File: config.mk
export PLATFORM = sky130hd
export DESIGN_NAME = lbr_front_flat
export DESIGN_NICKNAME = d
export VERILOG_FILES = /design/src/hw/rtl/lbr_pkg.sv /design/src/hw/rtl/lbr_if.sv /design/src/hw/rtl/lbr_front.sv /design/src/flat_wrapper.sv
export SDC_FILE = /design/constraint.sdc
export NUM_CORES = 1
export LEC_CHECK = 0
export BUFFER_PORTS_ARGS = -buffer_cell sky130_fd_sc_hd__buf_2
export CAP_MARGIN = 30
export CORE_MARGIN = 8
export CORE_UTILIZATION = 30
export CTS_CLUSTER_SIZE = 8
export DETAILED_ROUTE_END_ITERATION = 16
export GPL_ROUTABILITY_DRIVEN = 0
export PLACE_DENSITY = 0.61
export SLEW_MARGIN = 20
export SYNTH_ARGS = -nofsm -noshare
export SYNTH_HDL_FRONTEND = slang
export SYNTH_SLANG_ARGS = --single-unit
File: constraint.sdc
create_clock -name clk -period 2.6 [get_ports clk]
set_clock_uncertainty 0.1 [all_clocks]
set_input_delay 0.26 -clock clk [delete_from_list [all_inputs] [get_ports clk]]
set_output_delay 0.26 -clock clk [all_outputs]
set_load 0.02 [all_outputs]
File: src/hw/rtl/lbr_pkg.sv
// ----------------------------------------------------------------------------
// lbr_pkg
// shared types and constants of the letterbox nearest resize unit
// ----------------------------------------------------------------------------
`default_nettype none
package lbr_pkg;
  localparam int MAX_SRC_W_DEF   = 128;
  localparam int MAX_SRC_H_DEF   = 128;
  localparam int MAX_DST_DIM_DEF = 1024;

  localparam int SRC_REG_W = 8;
  localparam int DST_REG_W = 11;
  localparam int PAD_REG_W = 8;
  localparam int CFG_DATA_W = 11;
  localparam int CFG_IDX_W  = 3;
  localparam int COORD_IN_W = 7;
  localparam int CHAN_W     = 8;
  localparam int PIX_W      = 3 * CHAN_W;
  localparam int COL_W      = 10;
  localparam int FIFO_DEPTH = 2;

  typedef enum logic [CFG_IDX_W-1:0] {
    CFG_SRC_W  = 3'd0,
    CFG_SRC_H  = 3'd1,
    CFG_DST_W  = 3'd2,
    CFG_DST_H  = 3'd3,
    CFG_PAD    = 3'd4
  } cfg_idx_t;

  typedef enum logic [0:0] {
    FN_WRITE = 1'b0,
    FN_EMIT  = 1'b1
  } func_t;

  typedef struct packed {
    logic                  func;
    logic [COORD_IN_W-1:0] write_x;
    logic [COORD_IN_W-1:0] write_y;
    logic [CHAN_W-1:0]     red;
    logic [CHAN_W-1:0]     green;
    logic [CHAN_W-1:0]     blue;
  } item_t;

  typedef enum logic [3:0] {
    ST_IDLE,
    ST_SETUP,
    ST_DGO,
    ST_DWAIT,
    ST_OFFS,
    ST_POS,
    ST_READ,
    ST_OUT
  } state_t;

  typedef enum logic [1:0] {
    DK_RW,
    DK_RH,
    DK_SX,
    DK_SY
  } div_kind_t;
endpackage
`default_nettype wire

File: src/hw/rtl/lbr_if.sv
// ----------------------------------------------------------------------------
// lbr_in_if / lbr_out_if
// valid/ready channels for source items and output pixels
// ----------------------------------------------------------------------------
`default_nettype none
interface lbr_in_if;
  logic       valid;
  logic       ready;
  logic       func;
  logic [6:0] write_x;
  logic [6:0] write_y;
  logic [7:0] in_red;
  logic [7:0] in_green;
  logic [7:0] in_blue;
  modport source (output valid, func, write_x, write_y, in_red, in_green, in_blue,
                  input ready);
  modport sink (input valid, func, write_x, write_y, in_red, in_green, in_blue,
                output ready);
endinterface

`default_nettype wire

File: src/hw/rtl/lbr_front.sv
// ----------------------------------------------------------------------------
// lbr_front
// accepts items and queues them for the back end
// ----------------------------------------------------------------------------
`default_nettype none
module lbr_front (
  input  wire logic          clk,
  input  wire logic          rst_n,
  lbr_in_if.sink             in_ch,
  output lbr_pkg::item_t     head,
  output logic               head_valid,
  input  wire logic          pop
);
  import lbr_pkg::*;

  item_t     q_r [FIFO_DEPTH];
  logic      wp_r, rp_r;
  logic [1:0] cnt_r;
  logic      push;
  item_t     in_item;

  assign in_ch.ready = (cnt_r != 2'(FIFO_DEPTH));
  assign push        = in_ch.valid && in_ch.ready;
  assign head_valid  = (cnt_r != 2'd0);
  assign head        = q_r[rp_r];

  always_comb begin
    in_item.func    = in_ch.func;
    in_item.write_x = in_ch.write_x;
    in_item.write_y = in_ch.write_y;
    in_item.red     = in_ch.in_red;
    in_item.green   = in_ch.in_green;
    in_item.blue    = in_ch.in_blue;
  end

  always_ff @(posedge clk) begin
    if (push) q_r[wp_r] <= in_item;
    if (!rst_n) begin
      wp_r  <= 1'b0;
      rp_r  <= 1'b0;
      cnt_r <= 2'd0;
    end else begin
      if (push) wp_r <= ~wp_r;
      if (pop)  rp_r <= ~rp_r;
      cnt_r <= cnt_r + 2'(push) - 2'(pop);
    end
  end

  a_no_underflow: assert property (@(posedge clk) disable iff (!rst_n)
    pop |-> head_valid) else $error("pop from empty queue");
  a_no_overflow: assert property (@(posedge clk) disable iff (!rst_n)
    cnt_r <= 2'(FIFO_DEPTH)) else $error("queue overflow");
  a_push_grows: assert property (@(posedge clk) disable iff (!rst_n)
    (push && !pop) |=> cnt_r == $past(cnt_r) + 2'd1) else $error("lost item");
endmodule
`default_nettype wire

File: src/flat_wrapper.sv
// flat-port wrapper written by rule: the top's interface ports become plain ports
module lbr_front_flat import lbr_pkg::*;
  (clk, rst_n, head, head_valid, pop, in_ch_valid, in_ch_func, in_ch_write_x, in_ch_write_y, in_ch_in_red, in_ch_in_green, in_ch_in_blue, in_ch_ready);
  lbr_in_if in_ch_i ();
  input  wire logic clk;
  input  wire logic rst_n;
  output lbr_pkg::item_t head;
  output logic head_valid;
  input  wire logic pop;
  input wire logic [$bits(in_ch_i.valid)-1:0] in_ch_valid;
  input wire logic [$bits(in_ch_i.func)-1:0] in_ch_func;
  input wire logic [$bits(in_ch_i.write_x)-1:0] in_ch_write_x;
  input wire logic [$bits(in_ch_i.write_y)-1:0] in_ch_write_y;
  input wire logic [$bits(in_ch_i.in_red)-1:0] in_ch_in_red;
  input wire logic [$bits(in_ch_i.in_green)-1:0] in_ch_in_green;
  input wire logic [$bits(in_ch_i.in_blue)-1:0] in_ch_in_blue;
  output wire logic [$bits(in_ch_i.ready)-1:0] in_ch_ready;
  assign in_ch_i.valid = in_ch_valid;
  assign in_ch_i.func = in_ch_func;
  assign in_ch_i.write_x = in_ch_write_x;
  assign in_ch_i.write_y = in_ch_write_y;
  assign in_ch_i.in_red = in_ch_in_red;
  assign in_ch_i.in_green = in_ch_in_green;
  assign in_ch_i.in_blue = in_ch_in_blue;
  assign in_ch_ready = in_ch_i.ready;
  lbr_front u_core (.clk(clk), .rst_n(rst_n), .in_ch(in_ch_i), .head(head), .head_valid(head_valid), .pop(pop));
endmodule
==> flow_summary.json <==
{
  "drc": 0,
  "numCtsBuffers": 9,
  "fp-row-count": 37,
  "grt_use_met3": 0.0336,
  "htreeDepth": 3,
  "p_leak_uw": 0.00164,
  "numClockSinks": 83,
  "status": "finished, final reports clean",
  "cts_tree": "done",
  "synthXorXnorAreaFrac": 0.00281,
  "drv_cap": 0,
  "initial_core_util": 0.306,
  "antenna_cells": 0,
  "max_freq_mhz": 486,
  "synth_top_flop_cell": "edfxtp_1",
  "rsz0062_at_grt": "no",
  "routed_via_density": 4.13,
  "die_area_mm2": 0.0139,
  "insertion_delay_ns": 0.35,
  "first_global_vias": 1928,
  "path_clk_slew_ns": 0.08,
  "die_w_um": 118,
  "muxShareOfSynthArea": 0.160,
  "grt_pass1_wl_mm": 9.69,
  "cp.arrival_ns": 1.70,
  "crit_type": "flip-flop to output pin",
  "netlist.area_leader.share": 0.752,
  "power_density_mw_per_mm2": 704,
  "syn-mean-instance-area_um2": 21.2,
  "wl_per_cell_um": 14.4,
  "drv_slew": 0,
  "grt_usage": 0.0916,
  "tightest_slew_ns": 0.460,
  "synth_compound_area_frac": 0.00965,
  "grt_max_degree": 40,
  "ys_ff_latch": 83,
  "path_cells": "buf_12 -> mux2_2 -> buf_2",
  "power_uw": 3030,
  "crit_slowest_cell": "dfxtp_2",
  "final_antenna_net_count": 0,
  "vias": 1733,
  "path_delay_family": "flip-flops",
  "slowest_delay_ns": 0.55,
  "portBuffers": 83,
  "finalSetupViolCount": 0,
  "synth_fa_ha_area_frac": 0.00402,
  "ios": 84,
  "drive_above_1_share": 0.507,
  "seq_area_frac_synth": 0.785,
  "min_period_ns": 2.06,
  "wl_mm": 6.04,
  "antenna_found_initial": 0,
  "synth_top_family_by_area": "multiplexers",
  "ys_top_cells_by_area": "edfxtp_1 75%, mux2_2 10%, mux2_4 4.8%, dfxtp_1 3.2%, mux2i_1 0.64%",
  "synth_enable_flop_cells": 78,
  "fin_crit_sh": 0.792,
  "grt.met2_usage": 0.155,
  "gr-total-overflow": 0,
  "ir_drop_v": 0.000256,
  "core_region_area_mm2": 0.0102,
  "dr.first_iter.drc_count": 68,
  "syn_nets": 191,
  "crit_path_end_kind": "output pin",
  "max_slew_margin": 0.693,
  "grt_util_met1": 0.0926,
  "syn_to_final_growth_pct": 38.1,
  "synthCells": 147,
  "report.final.hold_viol_count": 0,
  "cts_resized": 0,
  "setup.worst_path.start_class": "flip-flop",
  "synth_warnings": 0,
  "setup_tns_ns": 0,
  "min_path_type": "input port to flip-flop",
  "hpwl_mm": 4.08,
  "drt_pass1_iterations": 4,
  "fill_cells": 962,
  "netlist_area_mm2": 0.00311,
  "async_reset_ff_frac": 0,
  "cts_root_buf": "clkbuf_8",
  "crit_buf_inv": 2,
  "crit_required_ns": 2.24,
  "yosys.area.top_type": "edfxtp_1",
  "nNetsFinal": 323,
  "synthSimpleGateAreaFrac": 0.0237,
  "synth_cell_types": 23,
  "clockBufferDepth": 2,
  "busiest_layer": "met2",
  "die_h_um": 118,
  "critPathMaxFanout": 27
}
sequential cells by signal (all words and copies together) (netlist names), named ones only:
name / cells
u_core.q_r: 78
u_core.wp_r: 1
u_core.cnt_r: 2
u_core.rp_r: 1
worst paths after layout:
check             startpoint                 to  slack (ns)  cells after the start
max reg2reg  u_core.cnt_r[0]  u_core.q_r[1][23]        0.90                      3
max                flip-flop           head[27]        0.54                      3
min reg2reg      u_core.wp_r        u_core.wp_r        0.50                      2
min                    rst_n    u_core.cnt_r[0]        0.08                      2
stage by stage:
| step | util | setup slack (ns) | instances | area (um2) | hold WS [ns] |
|---|---|---|---|---|---|
| after floorplan | - | 0.565 | 147 | 3110 | 0.259 |
| after global placement | 0.365 | 0.880 | 365 | 3720 | 0.348 |
| after detailed placement | 0.365 | 0.887 | 365 | 3720 | 0.352 |
| after CTS | 0.422 | 0.480 | 420 | 4300 | 0.0556 |
| after global routing | 0.422 | 0.427 | 420 | 4300 | 0.0660 |
| final | 0.422 | 0.542 | 420 | 4300 | 0.0848 |
report_power, final:
part           internal [uW]  switching (uW)  total [uW]
clock                    468             417         885
sequential              1580            35.4        1620
combinational            245             280         525
total                   2300             732        3030
layer usage:
layer	part of all wire	up-vias
met5	0	-
met1	0.40	841
met4	0.028	0
met3	0.054	12
met2	0.52	48
li1	-	832
layout make-up:
type                            count  area [um2]  area share
Sequential cell                    83        2440       0.568
Clock inverter                      3        40.0     0.00931
Clock buffer                       13         149      0.0346
Timing Repair Buffer              125         866       0.201
Inverter                            2        7.51     0.00175
Multi-Input combinational cell     58         623       0.145
Tap cell                          136         170      0.0396
worst register-to-register path: stages (launching register included):
cell and delay [ns]:
dfxtp_1 0.37, nand2b_4 0.17, and3_2 0.49, buf_12 0.26
cells in the final DEF, fill, tap and decap left out, types with 2 or more instances in the layout:
| cell type | Yosys | layout |
|---|---|---|
| clkbuf_1 | 0 | 3 |
| mux2i_1 | 2 | 2 |
| edfxtp_1 | 78 | 78 |
| buf_2 | 0 | 83 |
| nand2_1 | 2 | 2 |
| clkinv_2 | 0 | 2 |
| mux2_4 | 10 | 10 |
| clkbuf_8 | 0 | 10 |
| mux2_2 | 29 | 29 |
| dlygate4sd3_1 | 0 | 39 |
| buf_12 | 0 | 3 |
| dfxtp_1 | 5 | 4 |
| and2_1 | 2 | 2 |
kinds of logic (layout without fill, tap and decap cells):
kind of cell / count (synthesis) / after routing
flip-flops: 83 / 83
multiplexers: 41 / 41
AND/OR/NAND/NOR: 11 / 11
buffers and inverters: 6 / 143
AO/OA/AOI/OAI: 4 / 4
adder cells (fa/ha/maj): 1 / 1
XOR/XNOR: 1 / 1
cells in the mapped netlist (all sizes together) (2+ instances only):
master and count:
and3 2, buf 4, dfxtp 5, edfxtp 78, inv 2, nand2b 2, mux2 39, nand2 2
mux2i 2, and2 2
what timing repair did:
item	4_1_cts	5_1_grt
endpoints found under the setup margin	0	0
hold buffers	39	0
buffers inserted	0	0
hold endpoints to repair	78	0
Power figures use the tool's default switching activity.
